===== config.mk =====
export PLATFORM = sky130hd
export DESIGN_NAME = bdb_weight
export DESIGN_NICKNAME = d
export VERILOG_FILES = /design/src/hw/rtl/bdb_pkg.sv /design/src/hw/rtl/bdb_weight.sv
export VERILOG_INCLUDE_DIRS = /design/src /design/src/hw/rtl
export SDC_FILE = /design/constraint.sdc
export NUM_CORES = 2
export LEC_CHECK = 0
export ABC_CLOCK_PERIOD_IN_PS = 8200
export CAP_MARGIN = 25
export CORE_UTILIZATION = 55
export DETAILED_ROUTE_END_ITERATION = 8
export DONT_BUFFER_PORTS = 1
export PLACE_DENSITY = 0.79
export SLEW_MARGIN = 10
export SYNTH_ARGS = -nofsm -noshare
export SYNTH_HDL_FRONTEND = slang
export SYNTH_SLANG_ARGS = --single-unit

===== constraint.sdc =====
create_clock -name clk -period 8.2 [get_ports clk]
set_input_delay 1.23 -clock clk [delete_from_list [all_inputs] [get_ports clk]]
set_output_delay 1.23 -clock clk [all_outputs]
set_load 0.01 [all_outputs]

===== src/hw/rtl/assert_macros.svh =====
// Assertion macros shared by the block's RTL files.
// Each macro expects clk and arst_n to exist in the module that uses it.
`ifndef ASSERT_MACROS_SVH
`define ASSERT_MACROS_SVH

// The consequent must hold in the same cycle as the antecedent.
`define ASSERT_IMP(lbl, ante, cons) \
	lbl: assert property (@(posedge clk) disable iff (!arst_n) (ante) |-> (cons)) \
		else $error("assertion failed");

// The consequent must hold in the cycle after the antecedent.
`define ASSERT_NXT(lbl, ante, cons) \
	lbl: assert property (@(posedge clk) disable iff (!arst_n) (ante) |=> (cons)) \
		else $error("assertion failed");

`endif


===== src/hw/rtl/bdb_pkg.sv =====
// Shared constants, codes and types of the brush dab blend unit.
// No dependencies.
package bdb_pkg;

	localparam int MAX_WIDTH = 256;
	localparam int MAX_HEIGHT = 256;
	localparam int MAX_RADIUS = 64;
	localparam int DEPTH = MAX_WIDTH * MAX_HEIGHT;
	localparam int ADDR_W = $clog2(DEPTH);
	localparam logic [16:0] Q16_ONE = 17'h10000;

	localparam logic [1:0] OP_WRITE = 2'd0;
	localparam logic [1:0] OP_READ = 2'd1;
	localparam logic [1:0] OP_DAB = 2'd2;
	localparam logic [1:0] OP_UNUSED = 2'd3;

	localparam logic [2:0] REG_RED = 3'd0;
	localparam logic [2:0] REG_GREEN = 3'd1;
	localparam logic [2:0] REG_BLUE = 3'd2;
	localparam logic [2:0] REG_ALPHA = 3'd3;
	localparam logic [2:0] REG_RADIUS = 3'd4;
	localparam logic [2:0] REG_STRENGTH = 3'd5;
	localparam logic [2:0] REG_WIDTH = 3'd6;
	localparam logic [2:0] REG_HEIGHT = 3'd7;

	typedef struct packed {
		logic start;
		logic [11:0] d2;
		logic [6:0] radius;
		logic [16:0] k;
	} weight_req_t;

	typedef struct packed {
		logic done;
		logic [16:0] w;
	} weight_rsp_t;

endpackage


===== src/hw/rtl/bdb_weight.sv =====
// Iterative weight unit: square root, division by the radius, two smoothsteps, scaling.
// Depends on bdb_pkg and assert_macros.svh.
`include "assert_macros.svh"
module bdb_weight (
	input logic clk,
	input logic arst_n,
	input bdb_pkg::weight_req_t req,
	output bdb_pkg::weight_rsp_t rsp
);

	localparam logic [2:0] W_IDLE = 3'd0;
	localparam logic [2:0] W_SQRT = 3'd1;
	localparam logic [2:0] W_DIV = 3'd2;
	localparam logic [2:0] W_SQ = 3'd3;
	localparam logic [2:0] W_MUL = 3'd4;
	localparam logic [2:0] W_KS = 3'd5;

	logic [2:0] st_q;
	logic [4:0] cnt_q;
	logic [43:0] v_q, rt_q, b_q;
	logic [6:0] rem_q, r_q;
	logic [21:0] num_q;
	logic [16:0] w_q, k_q;
	logic [33:0] sq_q;
	logic [17:0] t_q;
	logic pass_q, done_q;

	logic [43:0] sum, v_nxt, rt_nxt;
	logic [7:0] trial;
	logic ge;
	logic [6:0] rem_nxt;
	logic [21:0] num_nxt;
	logic [51:0] prod;
	logic [33:0] prod_k;

	always_comb begin
		sum = rt_q + b_q;
		if (v_q >= sum) begin
			v_nxt = v_q - sum;
			rt_nxt = (rt_q >> 1) + b_q;
		end else begin
			v_nxt = v_q;
			rt_nxt = rt_q >> 1;
		end
		trial = {rem_q, num_q[21]};
		ge = trial >= {1'b0, r_q};
		rem_nxt = ge ? 7'(trial - {1'b0, r_q}) : trial[6:0];
		num_nxt = {num_q[20:0], ge};
		prod = 52'(sq_q) * 52'(t_q);
		prod_k = 34'(w_q) * 34'(k_q);
	end

	always_ff @(posedge clk or negedge arst_n) begin
		if (!arst_n) begin
			st_q <= W_IDLE;
			done_q <= 1'b0;
		end else begin
			done_q <= 1'b0;
			case (st_q)
				W_IDLE: begin
					if (req.start) begin
						st_q <= W_SQRT;
					end
				end
				W_SQRT: begin
					if (cnt_q == 5'd0) begin
						st_q <= W_DIV;
					end
				end
				W_DIV: begin
					if (cnt_q == 5'd0) begin
						st_q <= W_SQ;
					end
				end
				W_SQ: st_q <= W_MUL;
				W_MUL: st_q <= pass_q ? W_KS : W_SQ;
				W_KS: begin
					st_q <= W_IDLE;
					done_q <= 1'b1;
				end
				default: st_q <= W_IDLE;
			endcase
		end
	end

	always_ff @(posedge clk) begin
		case (st_q)
			W_IDLE: begin
				v_q <= {req.d2, 32'd0};
				rt_q <= '0;
				b_q <= 44'd1 << 42;
				cnt_q <= 5'd21;
				r_q <= req.radius;
				k_q <= req.k;
			end
			W_SQRT: begin
				v_q <= v_nxt;
				rt_q <= rt_nxt;
				b_q <= b_q >> 2;
				if (cnt_q == 5'd0) begin
					num_q <= rt_nxt[21:0];
					rem_q <= '0;
					cnt_q <= 5'd21;
				end else begin
					cnt_q <= cnt_q - 5'd1;
				end
			end
			W_DIV: begin
				rem_q <= rem_nxt;
				num_q <= num_nxt;
				cnt_q <= cnt_q - 5'd1;
				if (cnt_q == 5'd0) begin
					w_q <= 17'(18'h10000 - {2'b0, num_nxt[15:0]});
					pass_q <= 1'b0;
				end
			end
			W_SQ: begin
				sq_q <= 34'(w_q) * 34'(w_q);
				t_q <= 18'd196608 - {w_q, 1'b0};
			end
			W_MUL: begin
				w_q <= prod[48:32];
				pass_q <= 1'b1;
			end
			W_KS: begin
				w_q <= prod_k[32:16];
			end
			default: begin
			end
		endcase
	end

	assign rsp.done = done_q;
	assign rsp.w = w_q;

	`ASSERT_IMP(a_start_idle, req.start, st_q == W_IDLE)
	`ASSERT_NXT(a_done_after_ks, st_q == W_KS, done_q)
	`ASSERT_NXT(a_div_after_sqrt, (st_q == W_SQRT) && (cnt_q == 5'd0), st_q == W_DIV)

endmodule


* Yosys cells after proc, flatten, opt, wreduce, memory -nomap -nowiden
Cells that the tools add are included.
Widths: inputs -> output; s select.
** Cells by class
- Div/mod/pow operators :: 0
- Order comparisons :: 2
- Multiply operators :: 3
- Muxes and demuxes :: 22
- Add/sub/neg operators :: 7
- Shifts and indexed selects :: 0
- Bitwise gates (word level) :: 0
- Reduce and logical (&&, ||, !) cells :: 12
- Equality and inequality tests :: 9
** Operator list (count)
- $pmux 44 s2 :: 3
- $mux 44 :: 2
- $pmux 17 s3 :: 1
- $mul 34x18->49 :: 1
- $add 43x44->44 :: 1
- $add 44x44->44 :: 1
- $ge 44x44->1 :: 1
- $pmux 22 s2 :: 1
- $sub 44x44->44 :: 1
- $mul 17x17->34 :: 1
- $mul 17x17->33 :: 1
- $mux 22 :: 1
- $sub 18x18->18 const A :: 1
- $mux 17 :: 1
- $sub 17x16->17 const A :: 1
- $pmux 3 s5 :: 1
- $pmux 5 s3 :: 1
- $mux 7 :: 2
- $pmux 7 s2 :: 1
- $mux 3 :: 4
- $ge 8x7->1 :: 1
- $ne 2x2->1 const B :: 4
- $reduce_and 2->1 :: 4
- $sub 7x7->7 :: 1
- other kinds (12) :: 18
** Storage, ports and cells
- Memory bits (read-only) :: 0
- Word-level logic and storage cells :: 69
- Latch bits :: 0
- RAM bits :: 0
- Bits of input ports :: 39
- Register bits after elaboration :: 264
- Memories kept :: 0

* Longest topological paths before layout
- Depth in word-level cells :: 5
- Gate-level depth with buffers :: 26

* Worst setup path before layout
Ideal clock, no wire load.
- Kind :: register to register
- From :: register rt_q[2]
- To :: register v_q[0], enable pin
- Stages on the path, launching flop included :: 22
- Data arrival time :: 7.469 ns
- Slack :: 0.218 ns
- Period minus slack after synthesis :: 7.982 ns
- Required time :: 7.687 ns
- Setup time :: 0.513 ns
- Cell sequence :: edfxtp_1 > ha_1 > a21oi_1 > o21ai_0 > a21oi_1 > o21bai_1 > a311oi_1 > nor3_1 > nor2_1 > nor2b_1 > xnor2_1 > ha_1 > clkbuf_1 > nand3_1 > or4_4 > nor4_2 > a211oi_2 > nand3_2 > a21oi_2 > or2_1 > buf_2 > a21boi_0
** On the way
- Longest elaborated chain between the ends :: 4
** Ends and longest elaborated chain
- start: declaration :: RTL line bdb_weight.sv:20 : logic [43:0] v_q, rt_q, b_q;
- start signal: assignment :: RTL line bdb_weight.sv:98 : rt_q <= rt_nxt;
- $add 44x44->44 :: RTL line bdb_weight.sv:37 : sum = rt_q + b_q;
- $ge 44x44->1 :: RTL line bdb_weight.sv:38 : if (v_q >= sum) begin
- $ne 2x2->1 (no line)
- $reduce_and 2->1 (no line)
- end signal: assignment :: RTL line bdb_weight.sv:89 : v_q <= {req.d2, 32'd0};
- end signal: assignment :: RTL line bdb_weight.sv:97 : v_q <= v_nxt;
- end: declaration :: RTL line bdb_weight.sv:20
No other way between the ends.
A chain may end at the register's enable or synchronous reset.

* Worst setup path in the final report
- From :: register t_q[4]
- To :: register w_q[14] (data pin)
** On the way
- Longest elaborated chain between the ends :: 2
** Ends and longest elaborated chain
- start: declaration :: RTL line bdb_weight.sv:25 : logic [17:0] t_q;
- start signal: assignment :: RTL line bdb_weight.sv:119 : t_q <= 18'd196608 - {w_q, 1'b0};
- $mul 34x18->49 :: RTL line bdb_weight.sv:49 : prod = 52'(sq_q) * 52'(t_q);
- $pmux 17 s3 :: RTL line bdb_weight.sv:87 : case (st_q)
- end signal: assignment :: RTL line bdb_weight.sv:113 : w_q <= 17'(18'h10000 - {2'b0, num_nxt[15:0]});
- end signal: assignment :: RTL line bdb_weight.sv:122 : w_q <= prod[48:32];
- end signal: assignment :: RTL line bdb_weight.sv:126 : w_q <= prod_k[32:16];
- end: declaration :: RTL line bdb_weight.sv:23 : logic [16:0] w_q, k_q;
No other way between the ends.

==> results by group <==
Clock tree
  – Clk sink count: 239
  – Cell at the root of the clock tree: clkbuf_16
  – H-tree Lvls: 1
  – Number of buffers added to fix hold violations after cts: 0
  – Clock tree from TritonCTS: yes
  – Insertion delay to the later sink of the worst-skew pair: 630 ps
  – Buffers inserted during post-CTS setup optimization: 0
  – Clock Path Buffers: 3
  – Count of instances resized after the clock tree is built: 0
  – Clk pin slew, worst setup/hold paths: 70 ps
  – TritonCTS Buffers: 28

Layout
  – Syn-to-layout area delta: 4.55%
  – Share of the core filled with cells: 0.580
  – Layout Nets: 6595
  – Layout Cells excl Fill: 6409
  – Share of cells above drive strength 1: 0.0324

Logic synthesis
  – Portion of the post-synthesis area used by sequential elements: 0.146
  – Yosys warning count: 0
  – Mean instance size in the synthesized netlist: 9.19 um^2
  – Gate Count Post-Synth: 5328
  – Flip-flop and latch count after synthesis: 239
  – Xor and xnor area share after synthesis: 0.0390
  – Share of synthesized cell area in full adder, half adder and majority cells: 0.477
  – Portion of netlist area occupied by mux cells: 0.00309
  – Synth Cell Area: 48900 um^2
  – Library cells used by synthesis: 83
  – EDFF count, synth: 235
  – Area share of and/or/nand/nor cells after synthesis: 0.154
  – Main synth FF type: edfxtp_1
  – Proportion of synthesized flip-flops having asynchronous set or reset: 0.0167
  – Dominant combinational cell family by area after synthesis: adder cells
  – Complex-gate fraction of the synthesized area: 0.0766

Routing
  – Avg WL per Cell: 18.2 um
  – Number of vias after detailed routing: 36041
  – First DRT Iteration DRCs: 2758
  – Number of routed nets with antenna violations: 0
  – Average via count per standard cell: 5.62
  – DRC violation count after routing: 0
  – Final Routed Wirelength: 117 mm
  – Iteration count of the initial detailed-routing pass: 6

Die
  – Die Y: 300 um
  – Die outline width: 300 um
  – I/O pin total: 57
  – Number of rows in the core area: 109
  – Core Box Area: 88200 um^2
  – Die Outline Area: 90200 um^2
  – Starting utilization of the core area: 0.555

Critical path
  – Endpoint arrival time on the critical path: 8010 ps
  – Crit-path max FO: 16
  – Startpoint of the most critical register-to-register path: t_q[4]$_DFFE_PN_
  – R2R depth: 22
  – Crit path capture type: flip-flop
  – Endpoint of the worst register-to-register path: w_q[14]$_DFFE_PP_
  – Type of element launching the critical path: flip-flop
  – Critical Path Start: t_q[4]$_DFFE_PN_
  – WS Path Type: reg2reg
  – Capture point of the critical path: w_q[14]$_DFFE_PP_
  – Required time at the worst-slack endpoint: 8570 ps
  – Worst setup slack for register-to-register paths: 570 ps

STA
  – Endpoints failing hold: 0
  – Minimum period implied by the final worst setup slack: 7630 ps
  – Number of setup violations in the final report: 0
  – Share of the cycle needed by the critical path after routing: 0.931
  – Worst clock skew: 38.3 ps
  – Total negative slack for setup checks: 0 ps
  – RSZ-0062 raised after global routing: false
  – Max Clk Rate: 131 MHz
  – Max-slew violation count: 0
  – Worst-margin pin slew: 1080 ps
  – Relative max-transition margin: 0.278

GRT
  – Number of global-route vias before repair: 38968
  – Remaining global-route overflow: 0
  – Initial antenna violation count: 0
  – Wire length of the first global-routing pass: 195 mm
  – Total GRT Usage: 0.269
  – Largest net degree at the start of global routing: 81

Placed design
  – Post-detailed-placement half-perimeter wirelength: 91.5 mm
  – Routability-driven placement congestion ratio: 0.929
  – Placed Cells incl. Taps: 6355
  – # port buffers: 0

Pwr
  – Clock network power share: 0.493
  – Register share of total power: 0.482
  – Worst IR drop on VDD: 0.194 mV
  – Internal portion of total power: 2090 uW
  – Leakage component of the power: 0.0250 uW
  – Total net switching power: 657 uW
  – Part of the power in combinational logic: 0.025
  – Switching share of power: 0.239
  – Power per Cell Area: 53.6 nW/um^2

Status
  – Outcome: finished, final reports clean

Flow run
  – Count of max-cap constraint violations: 0

Hold path
  – Type of the tightest min-delay check: in2async
## layer usage
metal	vias up	wire, um	track usage
li1	16249	-	-
met1	18095	46500	0.347
met2	1394	57800	0.465
met3	303	8510	0.0326
met4	0	3950	0.0938
met5	-	0	0
## cells in the final DEF (no fill, tap or decap), types with 48 or more instances in the layout
cell | netlist | routed
xor2_1 | 78 | 78
edfxtp_1 | 235 | 235
and2_1 | 388 | 388
fa_1 | 882 | 882
inv_1 | 1131 | 1130
nand2_1 | 732 | 732
a21oi_1 | 159 | 159
a21o_1 | 58 | 58
nor2_1 | 205 | 203
nor3_1 | 49 | 48
o21ai_0 | 108 | 108
xnor2_1 | 140 | 140
buf_4 | 2 | 74
ha_1 | 453 | 453
## cells in the mapped netlist (8+ instances only)
library cell | count | area (um^2)
nand2_1 | 732 | 2750
o21ai_0 | 108 | 541
a31oi_1 | 47 | 294
nor2b_1 | 30 | 188
and3_1 | 39 | 244
nor2_1 | 205 | 769
o21ai_1 | 8 | 40.0
xnor2_1 | 140 | 1230
o31ai_1 | 12 | 90.1
nand4_1 | 26 | 163
a211oi_1 | 27 | 203
clkbuf_1 | 207 | 777
o21a_1 | 25 | 188
a31o_2 | 13 | 114
a21o_1 | 58 | 435
nand2b_1 | 27 | 169
a21oi_1 | 159 | 796
nor3_1 | 49 | 245
edfxtp_1 | 235 | 7060
a21boi_0 | 11 | 82.6
nand3_1 | 34 | 170
mux2i_1 | 14 | 140
ha_1 | 453 | 5670
inv_1 | 1131 | 4250
o21bai_1 | 35 | 263
fa_1 | 882 | 17700
and2_1 | 388 | 2430
nor4_1 | 13 | 81.3
or2_2 | 8 | 50.1
o211ai_1 | 12 | 90.1
xor2_1 | 78 | 683
or3_1 | 11 | 68.8
## registers in the layout, indices dropped and copies added, names as in the netlist
name,cells
k_q,17
pass_q,1
rt_q,44
rem_q,7
w_q,17
num_q,22
done_q,1
v_q,44
b_q,22
st_q,3
t_q,16
cnt_q,5
sq_q,33
r_q,7
## cells by family (layout without fill, tap and decap cells)
kind of cell / Yosys count / in the layout
adder cells (fa/ha/maj): 1335 / 1335
other: 2 / 9
AO/OA/AOI/OAI: 579 / 579
XOR/XNOR: 218 / 218
buffers and inverters: 1352 / 1261
multiplexers: 15 / 15
flip-flops: 239 / 239
AND/OR/NAND/NOR: 1588 / 1588
## power groups by stage
stage	combinational [uW]	clock [uW]	sequential, uW
final	67.4	1350	1320
after detailed placement	66.4	0	1350
after floorplan	50.7	0	1350
after CTS	67.2	1370	1320
after global routing	77.8	1400	1320
after global placement	62.8	0	1350
## metrics by stage
step | power [uW] | cell area (um^2) | setup slack (ps) | hold WS, ps
floorplan | 1400 | 49000 | 218 | 435
global placement | 1410 | 50200 | 860 | 445
detailed placement | 1420 | 50200 | 699 | 464
CTS | 2760 | 51200 | 712 | 268
global route | 2800 | 51200 | 297 | 284
finish | 2740 | 51200 | 568 | 293
## layout make-up
class                           count  area (um^2)
Tap cell                         1165         1460
Clock buffer                       29          704
Fill cell                        7399        37100
Clock inverter                     23          254
Timing Repair Buffer               76          591
Inverter                         1133         4250
Sequential cell                   239         7160
Multi-Input combinational cell   3743        36800
Antenna cell                        1         2.50
## critical path: stages, from the launching register on
cell	delay, ps
edfxtp_1	970
buf_4	320
nand2_1	90
fa_1	530
fa_1	520
fa_1	520
inv_1	60
fa_1	500
fa_1	490
inv_1	50
fa_1	470
inv_1	40
ha_1	310
a21oi_1	140
o21ai_0	200
a32oi_1	420
a21boi_0	200
a311o_1	400
a221oi_1	550
o21ai_0	180
xor2_1	170
a22oi_1	170
o21ai_0	110
## how the worst min path moves through the flow
stage	start	endpoint	slack, ps
2_1_floorplan	pass_q$_DFFE_PP_	st_q[1]$_DFFE_PN0P_	430
3_3_place_gp	pass_q$_DFFE_PP_	st_q[1]$_DFFE_PN0P_	440
3_5_place_dp	pass_q$_DFFE_PP_	st_q[1]$_DFFE_PN0P_	460
4_1_cts	arst_n	st_q[2]$_DFFE_PN0P_	270
5_1_grt	arst_n	st_q[0]$_DFFE_PN0P_	280
6_report	arst_n	st_q[0]$_DFFE_PN0P_	290
No activity file was read; power rests on OpenSTA's default activity.
